### src/hw/rtl/ewma_mean_stddev_tracker_assert.svh
// assertion macros for the ewma mean and deviation tracker
// expects clk and rst_n in the scope of the module that uses them
`ifndef EWMA_MEAN_STDDEV_TRACKER_ASSERT_SVH
`define EWMA_MEAN_STDDEV_TRACKER_ASSERT_SVH
`ifndef SYNTH
`define EMST_ASSERT_IMP(lbl, a, b, msg) \
  lbl: assert property (@(posedge clk) disable iff (!rst_n) (a) |-> (b)) else $error(msg);
`define EMST_ASSERT_NXT(lbl, a, b, msg) \
  lbl: assert property (@(posedge clk) disable iff (!rst_n) (a) |=> (b)) else $error(msg);
`else
`define EMST_ASSERT_IMP(lbl, a, b, msg)
`define EMST_ASSERT_NXT(lbl, a, b, msg)
`endif
`endif

### src/hw/rtl/emst_pkg.sv
// shared types and constants for the ewma mean and deviation tracker
// no dependencies
package emst_pkg;

  localparam logic [15:0] DECAY_RESET = 16'd64881;

  typedef struct packed {
    logic signed [31:0] mean_avg;
    logic [47:0]        square_avg;
    logic [31:0]        decay_power;
  } emst_state_t;

endpackage

### src/hw/rtl/emst_if.sv
// valid/ready channel interfaces for sample, result and decay write
// no dependencies
interface emst_in_if #(parameter int SAMPLE_BITS = 16);
  logic                          valid;
  logic                          ready;
  logic signed [SAMPLE_BITS-1:0] sample;
  modport source (output valid, output sample, input ready);
  modport sink (input valid, input sample, output ready);
endinterface

interface emst_out_if;
  logic               valid;
  logic               ready;
  logic signed [15:0] corrected_mean;
  logic [15:0]        std_dev;
  logic [31:0]        samples_seen;
  modport source (output valid, output corrected_mean, output std_dev, output samples_seen,
                  input ready);
  modport sink (input valid, input corrected_mean, input std_dev, input samples_seen,
                output ready);
endinterface

interface emst_cfg_if;
  logic        valid;
  logic        ready;
  logic [15:0] decay_factor;
  modport source (output valid, output decay_factor, input ready);
  modport sink (input valid, input decay_factor, output ready);
endinterface

### src/hw/rtl/emst_update.sv
// bit-serial update of the moving averages, decay power and count
// depends on emst_pkg
module emst_update
  import emst_pkg::*;
#(
  parameter int SAMPLE_BITS = 16,
  parameter int COUNT_BITS  = 32
) (
  input  logic                          clk,
  input  logic                          rst_n,
  input  logic                          start,
  input  logic signed [SAMPLE_BITS-1:0] sample,
  input  logic [15:0]                   decay,
  output logic                          done,
  output emst_state_t                   st,
  output logic [COUNT_BITS-1:0]         count
);

  localparam int XW = (SAMPLE_BITS > 16) ? SAMPLE_BITS : 16;
  localparam logic signed [XW-1:0] X_MAX = XW'(32767);
  localparam logic signed [XW-1:0] X_MIN = XW'(-32768);

  typedef enum logic [1:0] {U_IDLE, U_SQR, U_MUL, U_UPD} ustate_t;

  ustate_t                state_r;
  logic [4:0]             cnt_r;
  logic signed [15:0]     x_r;
  logic [31:0]            mc_r;
  logic [15:0]            mp_r;
  logic [31:0]            x2_r;
  logic [16:0]            dmul_r;
  logic [16:0]            amul_r;
  logic signed [48:0]     mean_sh_r;
  logic [63:0]            sq_sh_r;
  logic [47:0]            dp_sh_r;
  logic signed [33:0]     x_sh_r;
  logic [46:0]            x2_sh_r;
  logic signed [48:0]     acc_m_r;
  logic [63:0]            acc_s_r;
  logic [47:0]            acc_p_r;
  logic signed [33:0]     ax_r;
  logic [46:0]            ax2_r;
  emst_state_t            st_r;
  logic [COUNT_BITS-1:0]  count_r;

  logic signed [XW-1:0]   xe;
  logic signed [15:0]     xs;
  logic [15:0]            xa;
  logic [31:0]            x2_sum;
  logic signed [48:0]     m_rnd;
  logic signed [32:0]     m_sh;
  logic signed [34:0]     m_sum;
  logic [31:0]            m_new;
  logic [63:0]            s_rnd;
  logic [48:0]            s_sum;
  logic [47:0]            s_new;
  logic [47:0]            p_rnd;

  // clamp the sample to q7.8 and take its magnitude
  always_comb begin
    xe = XW'(sample);
    if (xe > X_MAX) begin
      xs = 16'sh7fff;
    end else if (xe < X_MIN) begin
      xs = 16'sh8000;
    end else begin
      xs = xe[15:0];
    end
    xa = xs[15] ? 16'(16'd0 - 16'(xs)) : 16'(xs);
  end

  assign x2_sum = mp_r[0] ? (x2_r + mc_r) : x2_r;

  always_comb begin
    m_rnd = acc_m_r + 49'sd32768;
    m_sh  = m_rnd[48:16];
    m_sum = 35'(m_sh) + 35'(ax_r);
    if (m_sum > 35'sd2147483647) begin
      m_new = 32'h7fff_ffff;
    end else if (m_sum < -35'sd2147483648) begin
      m_new = 32'h8000_0000;
    end else begin
      m_new = m_sum[31:0];
    end
    s_rnd = acc_s_r + 64'd32768;
    s_sum = {1'b0, s_rnd[63:16]} + 49'(ax2_r);
    s_new = s_sum[48] ? 48'hffff_ffff_ffff : s_sum[47:0];
    p_rnd = acc_p_r + 48'd32768;
  end

  always_ff @(posedge clk) begin
    if (!rst_n) begin
      state_r             <= U_IDLE;
      cnt_r               <= '0;
      st_r.mean_avg       <= '0;
      st_r.square_avg     <= '0;
      st_r.decay_power    <= '1;
      count_r             <= '0;
    end else begin
      unique case (state_r)
        U_IDLE: begin
          if (start) begin
            x_r     <= xs;
            mc_r    <= {16'd0, xa};
            mp_r    <= xa;
            x2_r    <= '0;
            cnt_r   <= '0;
            state_r <= U_SQR;
          end
        end
        U_SQR: begin
          x2_r  <= x2_sum;
          mc_r  <= {mc_r[30:0], 1'b0};
          mp_r  <= {1'b0, mp_r[15:1]};
          cnt_r <= cnt_r + 5'd1;
          if (cnt_r == 5'd15) begin
            dmul_r    <= {1'b0, decay};
            amul_r    <= 17'h10000 - {1'b0, decay};
            mean_sh_r <= 49'(st_r.mean_avg);
            sq_sh_r   <= 64'(st_r.square_avg);
            dp_sh_r   <= 48'(st_r.decay_power);
            x_sh_r    <= 34'(x_r);
            x2_sh_r   <= 47'(x2_sum);
            acc_m_r   <= '0;
            acc_s_r   <= '0;
            acc_p_r   <= '0;
            ax_r      <= '0;
            ax2_r     <= '0;
            cnt_r     <= '0;
            state_r   <= U_MUL;
          end
        end
        U_MUL: begin
          if (dmul_r[0]) begin
            acc_m_r <= acc_m_r + mean_sh_r;
            acc_s_r <= acc_s_r + sq_sh_r;
            acc_p_r <= acc_p_r + dp_sh_r;
          end
          if (amul_r[0]) begin
            ax_r  <= ax_r + x_sh_r;
            ax2_r <= ax2_r + x2_sh_r;
          end
          dmul_r    <= {1'b0, dmul_r[16:1]};
          amul_r    <= {1'b0, amul_r[16:1]};
          mean_sh_r <= {mean_sh_r[47:0], 1'b0};
          sq_sh_r   <= {sq_sh_r[62:0], 1'b0};
          dp_sh_r   <= {dp_sh_r[46:0], 1'b0};
          x_sh_r    <= {x_sh_r[32:0], 1'b0};
          x2_sh_r   <= {x2_sh_r[45:0], 1'b0};
          cnt_r     <= cnt_r + 5'd1;
          if (cnt_r == 5'd16) begin
            state_r <= U_UPD;
          end
        end
        U_UPD: begin
          st_r.mean_avg    <= m_new;
          st_r.square_avg  <= s_new;
          st_r.decay_power <= p_rnd[47:16];
          if (count_r != '1) begin
            count_r <= count_r + COUNT_BITS'(1);
          end
          state_r <= U_IDLE;
        end
        default: state_r <= U_IDLE;
      endcase
    end
  end

  assign done  = (state_r == U_UPD);
  assign st    = st_r;
  assign count = count_r;

endmodule

### src/hw/rtl/emst_div.sv
// restoring divider, one quotient bit per cycle, with overflow flag
// no dependencies
module emst_div #(
  parameter int DVD_W = 48,
  parameter int QUO_W = 16,
  parameter int DIV_W = 32
) (
  input  logic             clk,
  input  logic             rst_n,
  input  logic             start,
  input  logic [DVD_W-1:0] dividend,
  input  logic [DIV_W-1:0] divisor,
  output logic             busy,
  output logic [QUO_W-1:0] quotient,
  output logic             ovf
);

  localparam int CW = $clog2(DVD_W + 1);

  logic             busy_r;
  logic [CW-1:0]    cnt_r;
  logic [DVD_W-1:0] dvd_r;
  logic [DIV_W-1:0] dsr_r;
  logic [DIV_W-1:0] rem_r;
  logic [QUO_W-1:0] quo_r;
  logic             ovf_r;

  logic [DIV_W:0]   r2;
  logic [DIV_W:0]   diff;
  logic             ge;

  always_comb begin
    r2   = {rem_r, dvd_r[DVD_W-1]};
    diff = r2 - {1'b0, dsr_r};
    ge   = (r2 >= {1'b0, dsr_r});
  end

  always_ff @(posedge clk) begin
    if (!rst_n) begin
      busy_r <= 1'b0;
      cnt_r  <= '0;
    end else if (start) begin
      busy_r <= 1'b1;
      cnt_r  <= '0;
      dvd_r  <= dividend;
      dsr_r  <= divisor;
      rem_r  <= '0;
      quo_r  <= '0;
      ovf_r  <= 1'b0;
    end else if (busy_r) begin
      rem_r <= ge ? diff[DIV_W-1:0] : r2[DIV_W-1:0];
      quo_r <= {quo_r[QUO_W-2:0], ge};
      ovf_r <= ovf_r | quo_r[QUO_W-1];
      dvd_r <= {dvd_r[DVD_W-2:0], 1'b0};
      cnt_r <= cnt_r + CW'(1);
      if (cnt_r == CW'(DVD_W - 1)) begin
        busy_r <= 1'b0;
      end
    end
  end

  assign busy     = busy_r;
  assign quotient = quo_r;
  assign ovf      = ovf_r;

endmodule

### src/hw/rtl/emst_sqrt.sv
// digit-by-digit integer square root, two radicand bits per cycle
// no dependencies
module emst_sqrt #(
  parameter int IN_W = 48
) (
  input  logic              clk,
  input  logic              rst_n,
  input  logic              start,
  input  logic [IN_W-1:0]   radicand,
  output logic              busy,
  output logic [IN_W/2-1:0] root
);

  localparam int RW = IN_W / 2;
  localparam int CW = $clog2(RW + 1);

  logic            busy_r;
  logic [CW-1:0]   cnt_r;
  logic [IN_W-1:0] val_r;
  logic [RW+1:0]   rem_r;
  logic [RW-1:0]   root_r;

  logic [RW+3:0]   r2;
  logic [RW+3:0]   trial;
  logic [RW+3:0]   diff;
  logic            ge;

  always_comb begin
    r2    = {rem_r, val_r[IN_W-1 -: 2]};
    trial = (RW+4)'({root_r, 2'b01});
    diff  = r2 - trial;
    ge    = (r2 >= trial);
  end

  always_ff @(posedge clk) begin
    if (!rst_n) begin
      busy_r <= 1'b0;
      cnt_r  <= '0;
    end else if (start) begin
      busy_r <= 1'b1;
      cnt_r  <= '0;
      val_r  <= radicand;
      rem_r  <= '0;
      root_r <= '0;
    end else if (busy_r) begin
      rem_r  <= ge ? diff[RW+1:0] : r2[RW+1:0];
      root_r <= {root_r[RW-2:0], ge};
      val_r  <= {val_r[IN_W-3:0], 2'b00};
      cnt_r  <= cnt_r + CW'(1);
      if (cnt_r == CW'(RW - 1)) begin
        busy_r <= 1'b0;
      end
    end
  end

  assign busy = busy_r;
  assign root = root_r;

endmodule

### src/hw/rtl/ewma_mean_stddev_tracker.sv
// ewma mean and deviation tracker: one sample at a time, a new sample is taken only after
// the previous result is registered; update (16 square, 17 multiply, 1 write), 80-step
// divide by the correction, 31 mean-square steps, 24 square-root steps; with a zero
// correction the divide, mean-square and square-root steps are skipped and both results are zero.
// a stalled result holds the last step. decay_factor resets to 64881, averages and count
// to zero, decay power to one. synchronous active-low reset, no clearing pass
`include "ewma_mean_stddev_tracker_assert.svh"
module ewma_mean_stddev_tracker
  import emst_pkg::*;
#(
  parameter int SAMPLE_BITS = 16,
  parameter int COUNT_BITS  = 32
) (
  input  logic      clk,
  input  logic      rst_n,
  emst_in_if.sink   in_smp,
  emst_out_if.source out_res,
  emst_cfg_if.sink  cfg_wr
);

  localparam int CNW = (COUNT_BITS > 32) ? COUNT_BITS : 32;

  typedef enum logic [2:0] {
    S_IDLE, S_UPD, S_PREP, S_DIV, S_MSQ, S_VAR, S_SQRT, S_FIN
  } state_t;

  state_t          state_r;
  logic [15:0]     decay_r;
  logic [4:0]      cnt_r;
  logic [61:0]     mc_r;
  logic [30:0]     mp_r;
  logic [61:0]     mu2_r;
  logic [62:0]     sec_r;
  logic [15:0]     mres_r;
  logic [15:0]     sres_r;
  logic            out_valid_r;
  logic [15:0]     om_r;
  logic [15:0]     os_r;
  logic [31:0]     oc_r;

  logic                  in_take;
  logic                  upd_done;
  emst_state_t           st;
  logic [COUNT_BITS-1:0] count;
  logic [CNW-1:0]        cnt_ext;
  logic [31:0]           cnt_sat;

  logic [31:0]  corr;
  logic [31:0]  mag;
  logic [47:0]  dvd_m;
  logic [55:0]  dvd_mu;
  logic [79:0]  dvd_s;
  logic         div_start;
  logic         div_m_busy, div_mu_busy, div_s_busy;
  logic         div_busy;
  logic [15:0]  q_m;
  logic [30:0]  q_mu;
  logic [61:0]  q_s;
  logic         ovf_m, ovf_mu, ovf_s;
  logic [15:0]  mean_fin;
  logic [30:0]  mu_fin;
  logic [62:0]  sec_fin;

  logic         sq_start;
  logic         sq_busy;
  logic [23:0]  sq_root;
  logic [62:0]  var_w;
  logic [61:0]  mu2_sum;

  assign in_take      = in_smp.valid && in_smp.ready;
  assign in_smp.ready = (state_r == S_IDLE);
  assign cfg_wr.ready = (state_r == S_IDLE);

  always_ff @(posedge clk) begin
    if (!rst_n) begin
      decay_r <= DECAY_RESET;
    end else if (cfg_wr.valid && cfg_wr.ready) begin
      decay_r <= cfg_wr.decay_factor;
    end
  end

  emst_update #(
    .SAMPLE_BITS (SAMPLE_BITS),
    .COUNT_BITS  (COUNT_BITS)
  ) u_update (
    .clk    (clk),
    .rst_n  (rst_n),
    .start  (in_take),
    .sample (in_smp.sample),
    .decay  (decay_r),
    .done   (upd_done),
    .st     (st),
    .count  (count)
  );

  always_comb begin
    corr    = ~st.decay_power;
    mag     = st.mean_avg[31] ? (~st.mean_avg + 32'd1) : st.mean_avg;
    dvd_m   = {mag, 16'd0} + 48'(corr[31:1]);
    dvd_mu  = {mag, 24'd0} + 56'(corr[31:1]);
    dvd_s   = {st.square_avg, 32'd0};
    cnt_ext = CNW'(count);
    cnt_sat = (cnt_ext > CNW'(32'hffff_ffff)) ? 32'hffff_ffff : cnt_ext[31:0];
  end

  assign div_start = (state_r == S_PREP) && (corr != 32'd0);
  assign div_busy  = div_m_busy || div_mu_busy || div_s_busy;

  emst_div #(.DVD_W(48), .QUO_W(16), .DIV_W(32)) u_div_mean (
    .clk (clk), .rst_n (rst_n), .start (div_start), .dividend (dvd_m), .divisor (corr),
    .busy (div_m_busy), .quotient (q_m), .ovf (ovf_m)
  );

  emst_div #(.DVD_W(56), .QUO_W(31), .DIV_W(32)) u_div_mu (
    .clk (clk), .rst_n (rst_n), .start (div_start), .dividend (dvd_mu), .divisor (corr),
    .busy (div_mu_busy), .quotient (q_mu), .ovf (ovf_mu)
  );

  emst_div #(.DVD_W(80), .QUO_W(62), .DIV_W(32)) u_div_sq (
    .clk (clk), .rst_n (rst_n), .start (div_start), .dividend (dvd_s), .divisor (corr),
    .busy (div_s_busy), .quotient (q_s), .ovf (ovf_s)
  );

  // rounded mean with sign, clamped to q7.8
  always_comb begin
    if (st.mean_avg[31]) begin
      mean_fin = (ovf_m || (q_m > 16'h8000)) ? 16'h8000 : 16'(16'd0 - q_m);
    end else begin
      mean_fin = (ovf_m || q_m[15]) ? 16'h7fff : q_m;
    end
    mu_fin  = ovf_mu ? 31'h7fff_ffff : q_mu;
    sec_fin = ovf_s ? {1'b1, 62'd0} : {1'b0, q_s};
    mu2_sum = mp_r[0] ? (mu2_r + mc_r) : mu2_r;
    var_w   = (sec_r > {1'b0, mu2_r}) ? (sec_r - {1'b0, mu2_r}) : 63'd0;
  end

  assign sq_start = (state_r == S_VAR);

  emst_sqrt #(.IN_W(48)) u_sqrt (
    .clk      (clk),
    .rst_n    (rst_n),
    .start    (sq_start),
    .radicand (48'(var_w[62:16])),
    .busy     (sq_busy),
    .root     (sq_root)
  );

  always_ff @(posedge clk) begin
    if (!rst_n) begin
      state_r     <= S_IDLE;
      cnt_r       <= '0;
      out_valid_r <= 1'b0;
    end else begin
      if ((state_r == S_FIN) && (!out_valid_r || out_res.ready)) begin
        out_valid_r <= 1'b1;
      end else if (out_valid_r && out_res.ready) begin
        out_valid_r <= 1'b0;
      end
      unique case (state_r)
        S_IDLE: begin
          if (in_take) begin
            state_r <= S_UPD;
          end
        end
        S_UPD: begin
          if (upd_done) begin
            state_r <= S_PREP;
          end
        end
        S_PREP: begin
          if (corr == 32'd0) begin
            mres_r  <= '0;
            sres_r  <= '0;
            state_r <= S_FIN;
          end else begin
            state_r <= S_DIV;
          end
        end
        S_DIV: begin
          if (!div_busy) begin
            mres_r  <= mean_fin;
            sec_r   <= sec_fin;
            mc_r    <= 62'(mu_fin);
            mp_r    <= mu_fin;
            mu2_r   <= '0;
            cnt_r   <= '0;
            state_r <= S_MSQ;
          end
        end
        S_MSQ: begin
          mu2_r <= mu2_sum;
          mc_r  <= {mc_r[60:0], 1'b0};
          mp_r  <= {1'b0, mp_r[30:1]};
          cnt_r <= cnt_r + 5'd1;
          if (cnt_r == 5'd30) begin
            state_r <= S_VAR;
          end
        end
        S_VAR: begin
          state_r <= S_SQRT;
        end
        S_SQRT: begin
          if (!sq_busy) begin
            sres_r  <= (sq_root[23:16] != 8'd0) ? 16'hffff : sq_root[15:0];
            state_r <= S_FIN;
          end
        end
        S_FIN: begin
          if (!out_valid_r || out_res.ready) begin
            om_r    <= mres_r;
            os_r    <= sres_r;
            oc_r    <= cnt_sat;
            state_r <= S_IDLE;
          end
        end
        default: state_r <= S_IDLE;
      endcase
    end
  end

  assign out_res.valid          = out_valid_r;
  assign out_res.corrected_mean = om_r;
  assign out_res.std_dev        = os_r;
  assign out_res.samples_seen   = oc_r;

  `EMST_ASSERT_NXT(a_take_starts_update, in_take, state_r == S_UPD, "transfer without update")
  `EMST_ASSERT_IMP(a_update_done_in_wait, upd_done, state_r == S_UPD, "update done out of wait")
  `EMST_ASSERT_IMP(a_div_busy_in_div, div_busy, state_r == S_DIV, "divider busy out of state")
  `EMST_ASSERT_IMP(a_sqrt_busy_in_sqrt, sq_busy, state_r == S_SQRT, "root busy out of state")

endmodule

### src/flat_wrapper.sv
// flat-port wrapper written by rule: the top's interface ports become plain ports
module ewma_mean_stddev_tracker_flat import emst_pkg::*;
#(
  parameter int SAMPLE_BITS = 16,
  parameter int COUNT_BITS  = 32
)
  (clk, rst_n, in_smp_valid, in_smp_sample, in_smp_ready, out_res_valid, out_res_corrected_mean, out_res_std_dev, out_res_samples_seen, out_res_ready, cfg_wr_valid, cfg_wr_decay_factor, cfg_wr_ready);
  emst_in_if #(.SAMPLE_BITS(SAMPLE_BITS)) in_smp_i ();
  emst_out_if out_res_i ();
  emst_cfg_if cfg_wr_i ();
  input  logic clk;
  input  logic rst_n;
  input wire logic [$bits(in_smp_i.valid)-1:0] in_smp_valid;
  input wire logic [$bits(in_smp_i.sample)-1:0] in_smp_sample;
  output wire logic [$bits(in_smp_i.ready)-1:0] in_smp_ready;
  output wire logic [$bits(out_res_i.valid)-1:0] out_res_valid;
  output wire logic [$bits(out_res_i.corrected_mean)-1:0] out_res_corrected_mean;
  output wire logic [$bits(out_res_i.std_dev)-1:0] out_res_std_dev;
  output wire logic [$bits(out_res_i.samples_seen)-1:0] out_res_samples_seen;
  input wire logic [$bits(out_res_i.ready)-1:0] out_res_ready;
  input wire logic [$bits(cfg_wr_i.valid)-1:0] cfg_wr_valid;
  input wire logic [$bits(cfg_wr_i.decay_factor)-1:0] cfg_wr_decay_factor;
  output wire logic [$bits(cfg_wr_i.ready)-1:0] cfg_wr_ready;
  assign in_smp_i.valid = in_smp_valid;
  assign in_smp_i.sample = in_smp_sample;
  assign in_smp_ready = in_smp_i.ready;
  assign out_res_valid = out_res_i.valid;
  assign out_res_corrected_mean = out_res_i.corrected_mean;
  assign out_res_std_dev = out_res_i.std_dev;
  assign out_res_samples_seen = out_res_i.samples_seen;
  assign out_res_i.ready = out_res_ready;
  assign cfg_wr_i.valid = cfg_wr_valid;
  assign cfg_wr_i.decay_factor = cfg_wr_decay_factor;
  assign cfg_wr_ready = cfg_wr_i.ready;
  ewma_mean_stddev_tracker #(.SAMPLE_BITS(SAMPLE_BITS), .COUNT_BITS(COUNT_BITS)) u_core (.clk(clk), .rst_n(rst_n), .in_smp(in_smp_i), .out_res(out_res_i), .cfg_wr(cfg_wr_i));
endmodule
### config.mk
export PLATFORM = sky130hd
export DESIGN_NAME = ewma_mean_stddev_tracker_flat
export DESIGN_NICKNAME = d
export VERILOG_FILES = /design/src/hw/rtl/emst_pkg.sv /design/src/hw/rtl/emst_if.sv /design/src/hw/rtl/emst_update.sv /design/src/hw/rtl/emst_div.sv /design/src/hw/rtl/emst_sqrt.sv /design/src/hw/rtl/ewma_mean_stddev_tracker.sv /design/src/flat_wrapper.sv
export VERILOG_INCLUDE_DIRS = /design/src /design/src/hw/rtl
export SDC_FILE = /design/constraint.sdc
export NUM_CORES = 2
export LEC_CHECK = 0
export ABC_AREA = 1
export CAP_MARGIN = 10
export CORE_UTILIZATION = 30
export CTS_BUF_LIST = sky130_fd_sc_hd__clkbuf_4
export DETAILED_ROUTE_END_ITERATION = 6
export DONT_BUFFER_PORTS = 1
export MAX_ROUTING_LAYER = met4
export SETUP_SLACK_MARGIN = 0.2
export SYNTH_ARGS = -nofsm -noshare
export SYNTH_HDL_FRONTEND = slang
export SYNTH_SLANG_ARGS = --single-unit
export TNS_END_PERCENT = 30
### constraint.sdc
create_clock -name clk -period 14.2 [get_ports clk]
set_input_delay 2.13 -clock clk [delete_from_list [all_inputs] [get_ports clk]]
set_output_delay 2.13 -clock clk [all_outputs]
set_load 0.01 [all_outputs]
==> flow_metrics.env <==
export IMPL_synth_seq_cells=1621
export IMPL_tns_ps=0
export IMPL_rrSetupSlack_ps=9150
export IMPL_final_max_slew_violation_count=0
export IMPL_max_freq_mhz=198
export IMPL_hold_buffers=0
export IMPL_drtPass1Iterations=7
export IMPL_cts_tree="yes"
export IMPL_slew_headroom=0.172
export IMPL_path_max_fanout=31
export IMPL_via_per_inst=4.93
export IMPL_min_to="u_core.out_res.std_dev[9]"
export IMPL_rr_startpoint="u_core.u_update.acc_m_r[15]"
export IMPL_ys_seq_area_frac=0.434
export IMPL_htreeDepth=5
export IMPL_crit_path_start="u_core.u_update.acc_m_r[15]"
export IMPL_rr_worst_depth=25
export IMPL_path_clk_slew_ps=70
export IMPL_ant_nets=0
export IMPL_finClkSkew_ps=139
export IMPL_gp_congestion=0.973
export IMPL_area_growth_pct=10.5
export IMPL_io_pins=104
export IMPL_min_path_cells=0
export IMPL_n_fill_cell=38000
export IMPL_layout_commonest_cell="nand2_1"
export IMPL_avgSynthCellArea_um2=7.85
export IMPL_holdCritStartpoint="u_core.sres_r[9]"
export IMPL_port_buffers=0
export IMPL_status="finished, violations left"
export IMPL_syn_inst=13700
export IMPL_cts_buffers=450
export IMPL_yosysUniqueCellTypes=76
export IMPL_layout_common_cells="3,047 x nand2_1, 1,783 x inv_1, 1,618 x nor2_1, 1,417 x edfxtp_1, 1,282 x a21oi_1"
export IMPL_synth_edf_count=1417
export IMPL_ir_drop_uv=114
export IMPL_die_w_um=600
export IMPL_fp_coreArea_um2=356000
export IMPL_hp_class="reg -> reg"
export IMPL_cts_resized=0
export IMPL_drt_iter0_markers=7821
export IMPL_antenna_found_initial=10
export IMPL_cts_sinks=1621
export IMPL_worstPathArrival_ps=6330
export IMPL_worstMarginPinSlew_ps=1240
export IMPL_cts_buffer_depth=4
export IMPL_place_area_um2=113000
export IMPL_clk_latency_ps=1460
export IMPL_drc=16
export IMPL_ctsRootBufferMaster="clkbuf_4"
export IMPL_overflow=0
export IMPL_grt_pass1_vias=89400
export IMPL_start_util=0.302
export IMPL_via_count=93700
export IMPL_setup_violations=0
export IMPL_die_h_um=600
export IMPL_rsz0062_at_grt="false"
export IMPL_yosysWarnings=0
export IMPL_period_minus_slack_ps=5050
export IMPL_cp_end_kind="register"
export IMPL_syn_area_um2=107000
export IMPL_cp_slowest_stage_delay_ps=760
export IMPL_synth_nets=14400
export IMPL_cap_violations=0
export IMPL_hpwlAfterDp_um=245000
export IMPL_final_area_um2=119000
export IMPL_nNetsFinal=14600
export IMPL_grt_use_total=0.179
export IMPL_path_class="reg -> reg"
export IMPL_rows=219
export IMPL_grt_first_pass_wirelength_um=501000
export IMPL_crit_required_ps=15490
export IMPL_worst_path_most_repeated_cell="nand2_1"
export IMPL_synth_flop_cell="edfxtp_1"
export IMPL_wl_per_cell_um=16.9
export IMPL_violations="design-rule violations"
export IMPL_cts_setup_buffers=0
export IMPL_r2r_end="u_core.u_update.st[82]"
export IMPL_cp_slowest_cell="nand2_1"
export IMPL_finalWirelength_um=322000
export IMPL_grt_max_degree=180
export IMPL_powerDensity_nw_per_um2=166
export IMPL_post_route_period_util=0.355
export IMPL_cp_start_kind="register"
export IMPL_ys_async_sr_fraction=0
export IMPL_p_leak_nw=49.0
export IMPL_layout_drive_gt1_share=0.0687
export IMPL_finalHoldViolCount=0
export IMPL_die_area_um2=360000
metrics by stage:
step	hold WS (ps)	cells	utilization	total power, mW	setup WS (ps)
finish	415	19000	0.333	19.7	9150
CTS	411	19000	0.333	19.8	9000
global route	412	19000	0.333	21.2	8600
detailed placement	405	18200	0.316	15.2	8620
global placement	403	18200	0.316	15.1	8680
floorplan	400	13700	-	12.9	4250
kinds of logic after synthesis:
family,share of synthesized area
AND/OR/NAND/NOR,0.223
buffers and inverters,0.0756
AO/OA/AOI/OAI,0.158
adder cells (fa/ha/maj),0.0773
flip-flops,0.434
XOR/XNOR,0.0316
multiplexers,0.000373
cells in the mapped netlist, drive strengths merged (11+ instances only):
cell type | count | area, um2
dfxtp | 204 | 4080
nor4 | 82 | 544
nand4 | 137 | 870
o221ai | 11 | 96.3
a31oi | 114 | 757
a21boi | 42 | 315
nand2 | 3079 | 11700
ha | 641 | 8020
inv | 1811 | 6800
a21oi | 1286 | 6450
a21o | 96 | 721
o21a | 72 | 541
fa | 14 | 280
edfxtp | 1417 | 42600
nand3 | 541 | 2780
o211ai | 60 | 450
or2 | 19 | 119
clkbuf | 233 | 881
and3 | 24 | 151
xor2 | 243 | 2130
nor3 | 182 | 971
xnor2 | 144 | 1260
o21ai | 1255 | 6280
buf | 74 | 420
nand3b | 25 | 200
nor2 | 1675 | 6490
a211oi | 18 | 135
o21bai | 106 | 796
power by group:
group	total (mW)	switching, mW	leakage, nW	internal (mW)
Clock	4.47	2.18	3.53	2.30
Combinational	8.10	5.67	30.8	2.43
Sequential	7.10	0.583	14.7	6.52
worst max-delay path by stage:
stage | endpoint | slack (ps) | cells past startpoint
finish | u_core.u_update.st[82] | 9150 | 25
floorplan | u_core.u_update.acc_m_r[0] | 4250 | 5
CTS | cfg_wr_ready | 9000 | 3
global route | u_core.u_update.st[82] | 8600 | 26
global placement | u_core.u_div_mu.dvd_r[32] | 8680 | 5
detailed placement | u_core.u_div_mu.dvd_r[32] | 8620 | 5
layout make-up:
cell class / instances / area (um2) / area share
sequential: 1621 / 46600 / 0.393
timing repair buffer: 53 / 423 / 0.00357
inverter: 1816 / 6830 / 0.0576
clock buffer: 659 / 4950 / 0.0417
tap: 4751 / 5940 / 0.0501
multi-input combinational: 9933 / 52800 / 0.445
antenna: 12 / 30.0 / 0.000253
clock inverter: 166 / 1010 / 0.00852
metal layers:
layer / vias up / routed length, um / global-route usage
met5: - / 0 / -
met4: 0 / 7610 / 0.0466
met3: 492 / 18600 / 0.0222
met2: 2484 / 141000 / 0.275
met1: 43700 / 154000 / 0.247
li1: 47000 / - / -
registers in the layout, indices dropped and copies added, names as in the netlist, 34 cells and up:
name                       cells
u_core.u_update.st           112
u_core.u_update.acc_s_r       64
u_core.u_update.sq_sh_r       64
u_core.sec_r                  63
u_core.mc_r                   62
u_core.mu2_r                  62
u_core.u_div_sq.quotient      62
u_core.u_div_mu.dvd_r         56
u_core.u_update.acc_m_r       49
u_core.u_update.mean_sh_r     49
u_core.u_div_mean.dvd_r       48
u_core.u_div_sq.dvd_r         48
u_core.u_sqrt.val_r           48
u_core.u_update.acc_p_r       48
u_core.u_update.dp_sh_r       48
u_core.u_update.ax2_r         47
u_core.u_update.x2_sh_r       47
u_core.u_update.ax_r          34
u_core.u_update.x_sh_r        34
worst max-delay path, delay by kind of cell, from the launching register on:
| kind | cells | cell delay, ps |
|---|---|---|
| AO/OA/AOI/OAI | 1 | 180 |
| XOR/XNOR | 1 | 170 |
| adder cells (fa/ha/maj) | 2 | 580 |
| buffers and inverters | 2 | 150 |
| flip-flops | 1 | 470 |
| AND/OR/NAND/NOR | 19 | 3350 |
(Power assumes the default switching activity.)
